**config.mk**
```make
export PLATFORM = sky130hd
export DESIGN_NAME = pafs_front_flat
export DESIGN_NICKNAME = d
export VERILOG_FILES = /design/src/rtl/per_app_flow_stats_flush_defines.svh /design/src/rtl/pafs_pkg.sv /design/src/rtl/pafs_if.sv /design/src/rtl/pafs_front.sv /design/src/flat_wrapper.sv
export SDC_FILE = /design/constraint.sdc
export NUM_CORES = 1
export LEC_CHECK = 0
export ABC_AREA = 1
export BUFFER_PORTS_ARGS = -buffer_cell sky130_fd_sc_hd__buf_2
export CAP_MARGIN = 20
export CORE_MARGIN = 2
export CORE_UTILIZATION = 48
export DETAILED_ROUTE_END_ITERATION = 10
export PLACE_DENSITY = 0.74
export SYNTH_ARGS = -nofsm -noshare
export SYNTH_HDL_FRONTEND = slang
export SYNTH_SLANG_ARGS = --single-unit
```
**constraint.sdc**
```tcl
create_clock -name clk -period 9.6 [get_ports clk]
set_clock_uncertainty 0.05 [all_clocks]
set_input_delay 0.48 -clock clk [delete_from_list [all_inputs] [get_ports clk]]
set_output_delay 0.48 -clock clk [all_outputs]
set_load 0.01 [all_outputs]
```
**src/rtl/per_app_flow_stats_flush_defines.svh**
```systemverilog
// Assertion macros for the per-application flow statistics block
`ifndef PER_APP_FLOW_STATS_FLUSH_DEFINES_SVH
`define PER_APP_FLOW_STATS_FLUSH_DEFINES_SVH
// Check that a condition implies a consequence in the next cycle
`define PAFS_ASSERT_NEXT(label, clk, rst_n, cond, cons, msg) \
    label: assert property (@(posedge clk) disable iff (!rst_n) (cond) |=> (cons)) \
        else $error(msg);
// Check that a condition implies a consequence in the same cycle
`define PAFS_ASSERT_NOW(label, clk, rst_n, cond, cons, msg) \
    label: assert property (@(posedge clk) disable iff (!rst_n) (cond) |-> (cons)) \
        else $error(msg);
`endif

```
**src/rtl/pafs_pkg.sv**
```systemverilog
// Shared types and constants for the per-application flow statistics block
package pafs_pkg;
    localparam int unsigned CFG_IDX_W  = 2;
    localparam int unsigned CFG_DATA_W = 48;
    localparam logic [CFG_IDX_W-1:0] CFG_BYTE_LIMIT   = 2'd0;
    localparam logic [CFG_IDX_W-1:0] CFG_PACKET_LIMIT = 2'd1;
    localparam logic [CFG_IDX_W-1:0] CFG_FLOW_LIMIT   = 2'd2;
    localparam logic [47:0] BYTE_LIMIT_RST   = 48'd100000000;
    localparam logic [39:0] PACKET_LIMIT_RST = 40'd100000;
    localparam logic [31:0] FLOW_LIMIT_RST   = 32'd1000;

    typedef enum logic [0:0] {
        MODE_ADD   = 1'b0,
        MODE_DRAIN = 1'b1
    } mode_t;

    typedef enum logic [0:0] {
        CLR_BUSY = 1'b0,
        CLR_DONE = 1'b1
    } clr_state_t;

    // back part sequence: wait, read the entry, check limits
    typedef enum logic [1:0] {
        PH_IDLE,
        PH_READ,
        PH_CALC
    } phase_t;

    // one table entry
    typedef struct packed {
        logic [31:0] flows;
        logic [39:0] dl_pk;
        logic [39:0] ul_pk;
        logic [47:0] dl_by;
        logic [47:0] ul_by;
        logic [62:0] tm;
    } entry_t;

    // classified command from the front to the back part
    typedef struct packed {
        mode_t       mode;
        logic [9:0]  app_id;
        logic [31:0] dl_packets;
        logic [31:0] ul_packets;
        logic [39:0] dl_bytes;
        logic [39:0] ul_bytes;
        logic [62:0] session_time;
    } cmd_t;

    typedef struct packed {
        logic [9:0]  report_app;
        logic [31:0] flow_count;
        logic [39:0] down_packets;
        logic [39:0] up_packets;
        logic [47:0] down_bytes;
        logic [47:0] up_bytes;
        logic [62:0] report_time;
        logic        from_drain;
    } report_t;
endpackage

```
**src/rtl/pafs_if.sv**
```systemverilog
// Valid/ready channel interfaces for commands and reports
interface pafs_in_if;
    logic        valid;
    logic        ready;
    logic        mode;
    logic [9:0]  app_id;
    logic [31:0] dl_packets;
    logic [31:0] ul_packets;
    logic [39:0] dl_bytes;
    logic [39:0] ul_bytes;
    logic [62:0] session_time;
    modport source (output valid, mode, app_id, dl_packets, ul_packets, dl_bytes,
                    ul_bytes, session_time, input ready);
    modport sink (input valid, mode, app_id, dl_packets, ul_packets, dl_bytes,
                  ul_bytes, session_time, output ready);
endinterface


```
**src/rtl/pafs_front.sv**
```systemverilog
// Front part: accept items, drop out-of-range ids, queue commands
module pafs_front import pafs_pkg::*; #(
    parameter int unsigned APP_COUNT = 1024
) (
    input  logic  clk,
    input  logic  rst_n,
    input  logic  en,
    pafs_in_if.sink in_ch,
    output logic  cmd_valid,
    input  logic  cmd_pop,
    output cmd_t  cmd
);
    localparam int unsigned DEPTH = 2;
    cmd_t       q_reg [DEPTH];
    logic [1:0] cnt_reg, cnt_next;
    logic       rd_reg, rd_next;
    logic       wr_reg, wr_next;
    logic       push;
    logic       keep;

    assign in_ch.ready = en && (cnt_reg != 2'(DEPTH));
    assign push = in_ch.valid && in_ch.ready;
    // ids not below the table size cause nothing
    assign keep = ({22'd0, in_ch.app_id} < 32'(APP_COUNT));
    assign cmd_valid = (cnt_reg != 2'd0);
    assign cmd = q_reg[rd_reg];

    // advance queue pointers
    always_comb
    begin
        cnt_next = cnt_reg;
        rd_next  = rd_reg;
        wr_next  = wr_reg;
        if (push && keep)
        begin
            wr_next = ~wr_reg;
        end
        if (cmd_pop)
        begin
            rd_next = ~rd_reg;
        end
        cnt_next = cnt_reg + 2'(push && keep) - 2'(cmd_pop);
    end

    always_ff @(posedge clk or negedge rst_n)
    begin
        if (!rst_n)
        begin
            cnt_reg <= '0;
            rd_reg  <= 1'b0;
            wr_reg  <= 1'b0;
        end
        else
        begin
            cnt_reg <= cnt_next;
            rd_reg  <= rd_next;
            wr_reg  <= wr_next;
        end
    end

    // store the payload
    always_ff @(posedge clk)
    begin
        if (push && keep)
        begin
            q_reg[wr_reg] <= '{mode: mode_t'(in_ch.mode), app_id: in_ch.app_id,
                dl_packets: in_ch.dl_packets, ul_packets: in_ch.ul_packets,
                dl_bytes: in_ch.dl_bytes, ul_bytes: in_ch.ul_bytes,
                session_time: in_ch.session_time};
        end
    end
endmodule

```
**src/flat_wrapper.sv**
```systemverilog
// flat-port wrapper written by rule: the top's interface ports become plain ports
module pafs_front_flat import pafs_pkg::*;
#(
    parameter int unsigned APP_COUNT = 1024
)
  (clk, rst_n, en, cmd_valid, cmd_pop, cmd, in_ch_valid, in_ch_mode, in_ch_app_id, in_ch_dl_packets, in_ch_ul_packets, in_ch_dl_bytes, in_ch_ul_bytes, in_ch_session_time, in_ch_ready);
  pafs_in_if in_ch_i ();
  input  logic clk;
  input  logic rst_n;
  input  logic en;
  output logic cmd_valid;
  input  logic cmd_pop;
  output cmd_t cmd;
  input wire logic [$bits(in_ch_i.valid)-1:0] in_ch_valid;
  input wire logic [$bits(in_ch_i.mode)-1:0] in_ch_mode;
  input wire logic [$bits(in_ch_i.app_id)-1:0] in_ch_app_id;
  input wire logic [$bits(in_ch_i.dl_packets)-1:0] in_ch_dl_packets;
  input wire logic [$bits(in_ch_i.ul_packets)-1:0] in_ch_ul_packets;
  input wire logic [$bits(in_ch_i.dl_bytes)-1:0] in_ch_dl_bytes;
  input wire logic [$bits(in_ch_i.ul_bytes)-1:0] in_ch_ul_bytes;
  input wire logic [$bits(in_ch_i.session_time)-1:0] in_ch_session_time;
  output wire logic [$bits(in_ch_i.ready)-1:0] in_ch_ready;
  assign in_ch_i.valid = in_ch_valid;
  assign in_ch_i.mode = in_ch_mode;
  assign in_ch_i.app_id = in_ch_app_id;
  assign in_ch_i.dl_packets = in_ch_dl_packets;
  assign in_ch_i.ul_packets = in_ch_ul_packets;
  assign in_ch_i.dl_bytes = in_ch_dl_bytes;
  assign in_ch_i.ul_bytes = in_ch_ul_bytes;
  assign in_ch_i.session_time = in_ch_session_time;
  assign in_ch_ready = in_ch_i.ready;
  pafs_front #(.APP_COUNT(APP_COUNT)) u_core (.clk(clk), .rst_n(rst_n), .en(en), .in_ch(in_ch_i), .cmd_valid(cmd_valid), .cmd_pop(cmd_pop), .cmd(cmd));
endmodule
```
==> run_results.csv, run 1 <==
group,metric,value,unit
min_path,min_from,"in_ch_session_time[7]",
global_route,antenna_found_initial,12,
pwr,leakage,8.75,nW
routing,drc,0,
timing,relSlewSlack,23.3,%
floorplan,row_count,68,
global_route,grt_pass1_vias,9856,
routing,wl_per_cell,16.7,um
synth,ys_seq_area_share,77.8,%
synth,synth_most_common_cell,"edfxtp_1",
synth,ys_seq_elements,440,
cts,clk_latency,550,ps
timing,max_freq,297,MHz
pwr,power.switching,0.00190,W
global_route,grt_overflow_total,0,
pwr,swShare,32.4,%
placement,numPortBuffers,442,
worst_setup_path,cp.arrival,2830,ps
timing,fin_crit_sh,35.0,%
final_layout,syn2layout_area_growth,22.7,%
timing,worst_pin_slew,1150,ps
final_layout,fin_cells,2111,
min_path,hold_depth,1,
cts,h-tree-depth,2,
pwr,power_frac_comb,29.1,%
worst_setup_path,r2r_cells,4,
synth,ys_top_cells_by_area,"edfxtp_1 (77%), o21ai_2 (6.2%), nand2_1 (5.0%)",
final_layout,drive_above_1_share,38.6,%
floorplan,chipWidth,192,um
floorplan,die_y,192,um
synth,syn_nets,1393,
placement,hpwl,23400,um
global_route,grt_pass1_wl,51600,um
routing,drt_iter0_markers,524,
global_route,track_usage,18.5,%
cts,cts_tree,"yes",
floorplan,core_area,34700,um2
placement,dp.cells,2022,
timing,rsz0062_at_grt,"no",
cts,cts_setup_buffers,0,
floorplan,start_util,48.9,%
pwr,peakVddDrop,0.362,mV
worst_setup_path,rrSetupSlack,6440,ps
synth,syn_inst,1168,
cts,root_buffer,"clkbuf_16",
pwr,p_clk_share,28.7,%
job,drv_cap,0,
final_layout,largest_register_ffs,436,
routing,drtPass1Iterations,4,
worst_setup_path,critPathLaunchType,"flip-flop",
synth,synth_cell_types,16,
worst_setup_path,critical_path_class,"flip-flop to primary output",
worst_setup_path,endpoint_kind,"primary output",
worst_setup_path,path_max_fanout,209,
placement,gp_congestion,0.801,
synth,synth-async-reset-ratio,0.909,%
synth,ys_warn_count,0,
synth,synthesis.area,17000,um2
worst_setup_path,reg2reg_from,"u_core.wr_reg$_DFFE_PN0N_",
synth,synth_top_area_share,77.2,%
cts,cts.path.max_buffers,3,
outcome,status,"finished clean",
cts,cts_buffers,44,
cts,clock_sinks,440,
routing,drtAntennaViolNets,0,
timing,fin_setup_tns,0,ps
synth,synth_edf_count,436,
synth,synth_top_flop_cell,"edfxtp_1",
routing,wirelength,35300,um
worst_setup_path,worstPathRequired,9070,ps
timing,hold_viol,0,
pwr,power.internal,0.00397,W
pwr,total_power,0.00587,W
timing,setup_viol,0,
final_layout,final_nets,1839,
cts,clk_pin_slew,60,ps
worst_setup_path,reg2reg_to,"u_core.q_reg[0][5]$_DFFE_PP_",
synth,ys_top_cells_by_count,"edfxtp_1 (436), nand2_1 (227), inv_1 (226)",
pwr,pwr-share-seq,42.2,%
routing,vias,10100,
timing,min_period,3360,ps
min_path,hp-class,"input port to flip-flop",
timing,drv_slew,0,
pwr,p_per_area,282,nW/um2
routing,routed_via_density,4.79,
min_path,hold-path-endpoint,"u_core.q_reg[1][7]$_DFFE_PP_",
floorplan,die_area,36900,um2
global_route,grt_max_degree,210,
synth,yosysTopAreaCell,"edfxtp_1",
synth,syn_area_per_cell,14.5,um2
floorplan,ioPinCount,443,
## worst max-delay path: stages (launching register included)
cell     delay [ps]
dfrtp_4         890
buf_12          510
nand2_1         100
o21ai_1         160
buf_2           190
## placed cells by master, fill, tap and decap left out, types with 3 or more instances in the layout
cell type and count:
buf_2 442, edfxtp_1 436, nand2_1 227, inv_1 225
o21ai_2 120, o21ai_1 92, clkbuf_16 45, diode_2 10
clkinv_2 8, clkbuf_1 7, clkinv_1 7, o21ai_0 6
bufinv_16 5, buf_4 4, clkinvlp_4 3, dfrtp_1 3
## logic make-up (layout without fill, tap and decap cells)
family	Yosys count	after routing	share of synthesized area, %
buffers and inverters	275	753	7.77
xor gates and xnor gates	1	1	0.0516
other	0	10	0
adders and majority gates	2	2	0.147
AOI/OAI and AO/OA	219	219	9.13
DFF	440	440	77.8
and+or+nand+nor	231	231	5.14
## through the flow
stage	worst slack [ps]	utilization, %	hold slack (ps)	instance area [um2]
floorplan	2800	-	134	17000
global placement	6440	55.8	239	19400
detailed placement	6420	55.8	241	19400
CTS	6230	59.9	9.89	20800
global route	6050	60.0	28.7	20800
finish	6240	60.0	49.6	20800
## what timing repair did
item / 4_1_cts / 5_1_grt
endpoints found under the hold margin: 4 / 0
hold buffers: 1 / 0
endpoints found under the setup margin: 0 / 0
resized for setup: 0 / 0
## layer usage
metal	routed length, um	vias to the layer above	global-route usage [%]
met1	12600	4769	19.9
met4	1220	6	8.72
met2	18100	349	32.2
met5	37	-	0
met3	3380	85	6.69
li1	-	4894	-
## final cells by class
cell class                      count  area (um2)
Tap cell                          455         569
Clock inverter                     26         265
Multi-Input combinational cell    453        2460
Clock buffer                       52        1150
Fill cell                        2663       13900
Timing Repair Buffer              449        2290
Inverter                          226         856
Sequential cell                   440       13200
Antenna cell                       10        25.0
## power by group through the flow
stage	sequential (W)	clock (W)	combinational [W]
3_3_place_gp	0.00251	0	0.00170
3_5_place_dp	0.00252	0	0.00173
6_report	0.00248	0.00168	0.00171
5_1_grt	0.00250	0.00179	0.00188
4_1_cts	0.00248	0.00172	0.00174
2_1_floorplan	0.00251	0	0.00122
## worst max-delay path by stage
stage	startpoint	endpoint	slack (ps)	depth (start not counted)
3_5_place_dp	en	u_core.q_reg[0][209]$_DFFE_PP_	6420	4
3_3_place_gp	en	u_core.q_reg[0][209]$_DFFE_PP_	6440	4
5_1_grt	u_core.rd_reg$_DFFE_PN0P_	cmd[2]	6050	3
2_1_floorplan	in_ch_valid	u_core.q_reg[1][0]$_DFFE_PP_	2800	2
6_report	u_core.rd_reg$_DFFE_PN0P_	cmd[61]	6240	4
4_1_cts	u_core.rd_reg$_DFFE_PN0P_	cmd[2]	6230	3
Power figures use the tool's default switching activity.
==> run 2: changes to the inputs <==
==> constraint.sdc (replaced) <==
create_clock -name clk -period 2.8 [get_ports clk]
set_clock_uncertainty 0.05 [all_clocks]
set_input_delay 0.14 -clock clk [delete_from_list [all_inputs] [get_ports clk]]
set_output_delay 0.14 -clock clk [all_outputs]
set_load 0.01 [all_outputs]
==> run 2 against run 1 <==
  * Sequential power grew to 3.4 times the previous value
  * Sequential share of layout area is 6.5 points lower
  * Clock-buffer cell count is 2 higher
  * Cell count is 11% higher
  * Via count increased by 12%
  * Critical endpoint is now cmd[63]
  * Highest routed layer is now met4
==> run_results.csv, run 2 (same netlist as run 1, synthesis figures left out) <==
group,metric,value,unit
outcome,status,"finished clean",
timing,worst_pin_slew,707,ps
min_path,hold_depth,4,
cts,clk_latency,540,ps
worst_setup_path,worstPathRequired,2610,ps
cts,h-tree-depth,2,
worst_setup_path,reg2reg_from,"u_core.cnt_reg[0]$_DFF_PN0_",
timing,hold_viol,0,
global_route,grt_pass1_vias,11600,
cts,cts.path.max_buffers,3,
worst_setup_path,crit_chain,"buf_12 -> nand2_1 -> o21ai_1 -> buf_2",
min_path,hold-path-endpoint,"u_core.cnt_reg[0]$_DFF_PN0_",
floorplan,start_util,48.9,%
final_layout,final_common_cell,"buf_2",
global_route,use_met2,38.8,%
final_layout,final_nets,2077,
worst_setup_path,critPathTopFamily,"buffers and inverters",
pwr,p_per_area,887,nW/um2
timing,drv_slew,0,
timing,fin_crit_sh,86.1,%
final_layout,stdcell_area,23200,um2
routing,drtAntennaViolNets,0,
global_route,grt_max_degree,151,
cts,cts_buffers,43,
worst_setup_path,rrSetupSlack,780,ps
floorplan,core_area,34700,um2
floorplan,ioPinCount,443,
timing,setup_viol,0,
global_route,grt-busiest-layer,"met2",
final_layout,regArea,13200,um2
floorplan,chipWidth,192,um
worst_setup_path,critical_path_class,"flip-flop to primary output",
cts,cts_setup_buffers,0,
placement,dp.cells,2038,
final_layout,drive_above_1_share,34.3,%
global_route,antenna_found_initial,4,
worst_setup_path,endpoint_kind,"primary output",
routing,vias,11300,
routing,routed_via_density,4.83,
min_path,min_from,"en",
placement,gp_congestion,0.767,
final_layout,fin_cells,2346,
timing,fin_hold_ws,79.8,ps
timing,relSlewSlack,52.8,%
final_layout,largest_register_ffs,436,
worst_setup_path,reg2reg_to,"u_core.wr_reg$_DFFE_PN0N_",
final_layout,syn2layout_area_growth,36.6,%
cts,root_buffer,"clkbuf_16",
final_layout,final_core_util,66.8,%
placement,hpwl,24000,um
worst_setup_path,max_stage_delay,570,ps
cts,clk_pin_slew,60,ps
global_route,grt_overflow_total,0,
floorplan,row_count,68,
worst_setup_path,path_max_fanout,150,
worst_setup_path,critPathLaunchType,"flip-flop",
pwr,peakVddDrop,0.676,mV
global_route,grtUsageMet1,23.2,%
final_layout,fillers,2302,
timing,max_freq,415,MHz
global_route,grt_pass1_wl,59900,um
final_layout,multiInputGateArea,2460,um2
cts,clock_sinks,440,
floorplan,die_y,192,um
worst_setup_path,crit_slowest_cell,"dfrtp_4",
min_path,hp-class,"input port to flip-flop",
timing,min_period,2410,ps
worst_setup_path,cp.buffers_inverters,2,
routing,wl_per_cell,17.2,um
placement,placed_cell_area,19600,um2
worst_setup_path,r2r_cells,6,
routing,drt_iter0_markers,691,
global_route,track_usage,21.2,%
placement,numPortBuffers,442,
timing,rsz0062_at_grt,"no",
cts,cts_tree,"yes",
pwr,total_power,0.0206,W
final_layout,mostFrequentLayoutCells,"buf_2 (442), edfxtp_1 (436), nand2_1 (227)",
job,drv_cap,0,
routing,wirelength,40400,um
routing,drtPass1Iterations,5,
global_route,grt_use_met3,5.97,%
routing,drc,0,
worst_setup_path,cp.arrival,2220,ps
pwr,leakage,9.75,nW
floorplan,die_area,36900,um2
[run 2: cell count changes in the layout (fill, tap and decap cells not counted), moves of 4 or more]
cell,previous run,this run
diode_2,10,5
clkbuf_1,7,11
buf_4,4,12
dlygate4sd3_1,1,224
buf_12,2,10
[run 2: worst max-delay path by stage]
stage | startpoint | endpoint | depth (start not counted)
detailed placement | u_core.wr_reg$_DFFE_PN0N_ | u_core.q_reg[0][132]$_DFFE_PP_ | 5
floorplan | u_core.cnt_reg[1]$_DFF_PN0_ | u_core.q_reg[1][0]$_DFFE_PP_ | 3
finish | u_core.rd_reg$_DFFE_PN0P_ | cmd[63] | 4
global route | u_core.rd_reg$_DFFE_PN0P_ | cmd[181] | 5
global placement | u_core.wr_reg$_DFFE_PN0N_ | u_core.q_reg[0][51]$_DFFE_PP_ | 5
CTS | u_core.rd_reg$_DFFE_PN0P_ | cmd[142] | 5
[run 2: layer usage]
metal | vias to the layer above | share of wire [%]
met4 | 0 | 3.4
li1 | 5360 | -
met2 | 499 | 52
met1 | 5387 | 35
met5 | - | 0
met3 | 93 | 9.0
[run 2: final cells by class]
type / instances / share of cell area (%)
Inverter: 226 / 3.68
Sequential cell: 440 / 56.9
Timing Repair Buffer: 688 / 20.5
Clock buffer: 54 / 4.82
Multi-Input combinational cell: 453 / 10.6
Tap cell: 455 / 2.46
Clock inverter: 25 / 0.972
Antenna cell: 5 / 0.0540
[run 2: power breakdown]
group	internal, W	switching [W]
logic	0.00240	0.00420
registers	0.00816	0.000234
clock network	0.00321	0.00235
total	0.0138	0.00678
[run 2: repair_timing]
| action | 4_1_cts | 5_1_grt |
|---|---|---|
| gates resized for setup | 0 | 0 |
| endpoints found under the hold margin | 442 | 0 |
| hold buffers | 224 | 0 |
[run 2: tightest hold or removal path, delay by kind of cell]
family                   cells  cell delay, ps
AND/OR/NAND/NOR              1             160
adder cells (fa/ha/maj)      1             130
buffers and inverters        2             210
[run 2: through the flow]
| stage | setup WS (ps) | setup TNS [ps] |
|---|---|---|
| global placement | 926 | 0 |
| finish | 388 | 0 |
| detailed placement | 919 | 0 |
| floorplan | -1530 | -662400 |
| CTS | 426 | 0 |
| global route | 313 | 0 |
==> run 3: changes to the inputs <==
--- a/config.mk
+++ b/config.mk
@@ -8,10 +8,12 @@
 export ABC_AREA = 1
 export BUFFER_PORTS_ARGS = -buffer_cell sky130_fd_sc_hd__buf_2
 export CAP_MARGIN = 20
+export CELL_PAD_IN_SITES_DETAIL_PLACEMENT = 2
+export CELL_PAD_IN_SITES_GLOBAL_PLACEMENT = 2
 export CORE_MARGIN = 2
-export CORE_UTILIZATION = 48
+export CORE_UTILIZATION = 32
 export DETAILED_ROUTE_END_ITERATION = 10
-export PLACE_DENSITY = 0.74
+export PLACE_DENSITY = 0.73
 export SYNTH_ARGS = -nofsm -noshare
 export SYNTH_HDL_FRONTEND = slang
 export SYNTH_SLANG_ARGS = --single-unit
==> run 3 against run 2 <==
  * Hold slack lost 21 ps
  * Non-clock buffer count down 2
  * Maximum frequency decreased by 0.94%
  * Setup slack got worse by 23 ps
  * Wire length increased by 36%
  * Sequential power rose by 1%
  * Power is 3.5% higher
  * First-iteration DRC count is 35% lower
  * Critical endpoint is now cmd[174]
  * Largest cell class unchanged
==> run_results.csv, run 3 (same netlist as run 1, synthesis figures left out) <==
group,metric,value,unit
worst_setup_path,r2r_cells,6,
final_layout,regArea,13200,um2
cts,cts_resized,0,
pwr,peakVddDrop,0.619,mV
timing,drv_slew,0,
cts,clock_sinks,440,
routing,vias,11600,
timing,fin_ws,366,ps
min_path,hold_depth,4,
placement,post-place-ws,874,ps
worst_setup_path,cp.buffers_inverters,2,
worst_setup_path,crit_slowest_cell,"dfrtp_4",
final_layout,multiInputGateArea,2460,um2
final_layout,mostFrequentLayoutCells,"buf_2 (442), edfxtp_1 (436), nand2_1 (227)",
global_route,grt_pass1_wl,80600,um
final_layout,fillers,5209,
timing,max_freq,411,MHz
cts,h-tree-depth,2,
routing,drc,0,
worst_setup_path,max_stage_delay,670,ps
timing,setup_viol,0,
global_route,grt_pass1_vias,13300,
routing,wl_per_cell,21.3,um
final_layout,final_nets,2079,
global_route,antenna_found_initial,8,
final_layout,final_common_cell,"buf_2",
worst_setup_path,critPathTopFamily,"flip-flops",
final_layout,fin_cells,2578,
global_route,grt_max_degree,121,
floorplan,die_y,234,um
job,drv_cap,0,
cts,cts_tree,"yes",
worst_setup_path,critPathLaunchType,"flip-flop",
routing,drt_iter0_markers,451,
worst_setup_path,critical_path_class,"flip-flop to primary output",
worst_setup_path,endpoint_kind,"primary output",
cts,cts_buffers,47,
routing,routed_via_density,4.48,
cts,clk_latency,560,ps
routing,drtAntennaViolNets,0,
final_layout,largest_register_ffs,436,
worst_setup_path,crit_chain,"buf_12 -> nand2_1 -> o21ai_2 -> buf_2",
placement,gp_congestion,0.747,
timing,relSlewSlack,48.0,%
timing,min_period,2430,ps
pwr,p_per_area,904,nW/um2
cts,clk_pin_slew,60,ps
global_route,track_usage,19.7,%
outcome,status,"finished clean",
worst_setup_path,cp.arrival,2240,ps
cts,cts.path.max_buffers,3,
final_layout,drive_above_1_share,33.9,%
cts,root_buffer,"clkbuf_16",
placement,hpwl,32600,um
routing,wirelength,55000,um
floorplan,ioPinCount,443,
pwr,leakage,9.76,nW
cts,cts_setup_buffers,0,
min_path,hp-class,"input port to flip-flop",
floorplan,chipWidth,234,um
timing,hold_viol,0,
worst_setup_path,worstPathRequired,2610,ps
floorplan,die_area,54900,um2
timing,fin_hold_ws,58.6,ps
floorplan,core_area,52400,um2
placement,dp.cells,2269,
placement,placed_cell_area,19900,um2
worst_setup_path,path_depth,4,
routing,drtPass1Iterations,5,
placement,numPortBuffers,442,
timing,rsz0062_at_grt,"no",
worst_setup_path,path_max_fanout,94,
final_layout,syn2layout_area_growth,38.7,%
timing,fin_crit_sh,86.9,%
floorplan,row_count,84,
final_layout,stdcell_area,23500,um2
global_route,grt_overflow_total,0,
floorplan,start_util,32.4,%
timing,worst_pin_slew,781,ps
-- run 3: cell count changes in the layout (fill, tap and decap cells not counted), sizes merged --
cell	previous run	this run
clkinv	18	17
inv	228	225
clkbuf	54	62
buf	464	462
bufinv	4	1
-- run 3: timing repair --
item	4_1_cts	5_1_grt
hold endpoints to repair	442	0
hold buffers	224	0
setup endpoints to repair	0	0
-- run 3: final timing paths --
path | start | endpoint | slack [ps]
min in group asynchronous | rst_n | u_core.cnt_reg[0]$_DFF_PN0_ | 470
max in group asynchronous | rst_n | u_core.rd_reg$_DFFE_PN0P_ | 2010
min reg2reg | u_core.cnt_reg[1]$_DFF_PN0_ | u_core.cnt_reg[1]$_DFF_PN0_ | 630
max reg2reg | u_core.cnt_reg[0]$_DFF_PN0_ | u_core.wr_reg$_DFFE_PN0N_ | 760
max | u_core.rd_reg$_DFFE_PN0P_ | cmd[174] | 370
min | en | u_core.cnt_reg[0]$_DFF_PN0_ | 60
-- run 3: layer usage --
| layer | GRT usage [%] | vias to the layer above | routed length, um |
|---|---|---|---|
| met5 | 0 | - | 43 |
| li1 | - | 5353 | - |
| met4 | 8.09 | 6 | 1990 |
| met1 | 20.7 | 5746 | 20100 |
| met3 | 4.80 | 107 | 2880 |
| met2 | 37.4 | 341 | 30000 |
-- run 3: where the power goes --
group / internal (W) / leakage, nW / switching, W
sequential: 0.00817 / 4.03 / 0.000304
clock: 0.00326 / 0.667 / 0.00251
combinational: 0.00247 / 5.06 / 0.00455
total: 0.0139 / 9.76 / 0.00736
-- run 3: metrics by stage --
step	TNS, ps	util (%)	power, W
finish	0	44.9	0.0213
detailed placement	0	37.9	0.0152
CTS	0	44.8	0.0213
floorplan	-662400	-	0.0127
global route	0	44.9	0.0224
global placement	0	37.9	0.0149
-- run 3: cell type report --
cell class | count | share of cell area (%)
Inverter | 226 | 3.62
Tap cell | 688 | 3.66
Clock inverter | 18 | 0.415
Multi-Input combinational cell | 453 | 10.5
Antenna cell | 5 | 0.0532
Timing Repair Buffer | 686 | 20.3
Sequential cell | 440 | 56.1
Clock buffer | 62 | 5.42
-- run 3: tightest hold or removal path, cell delays in order --
cell	delay, ps
buf_2	110
nand3_1	160
inv_1	110
ha_1	120
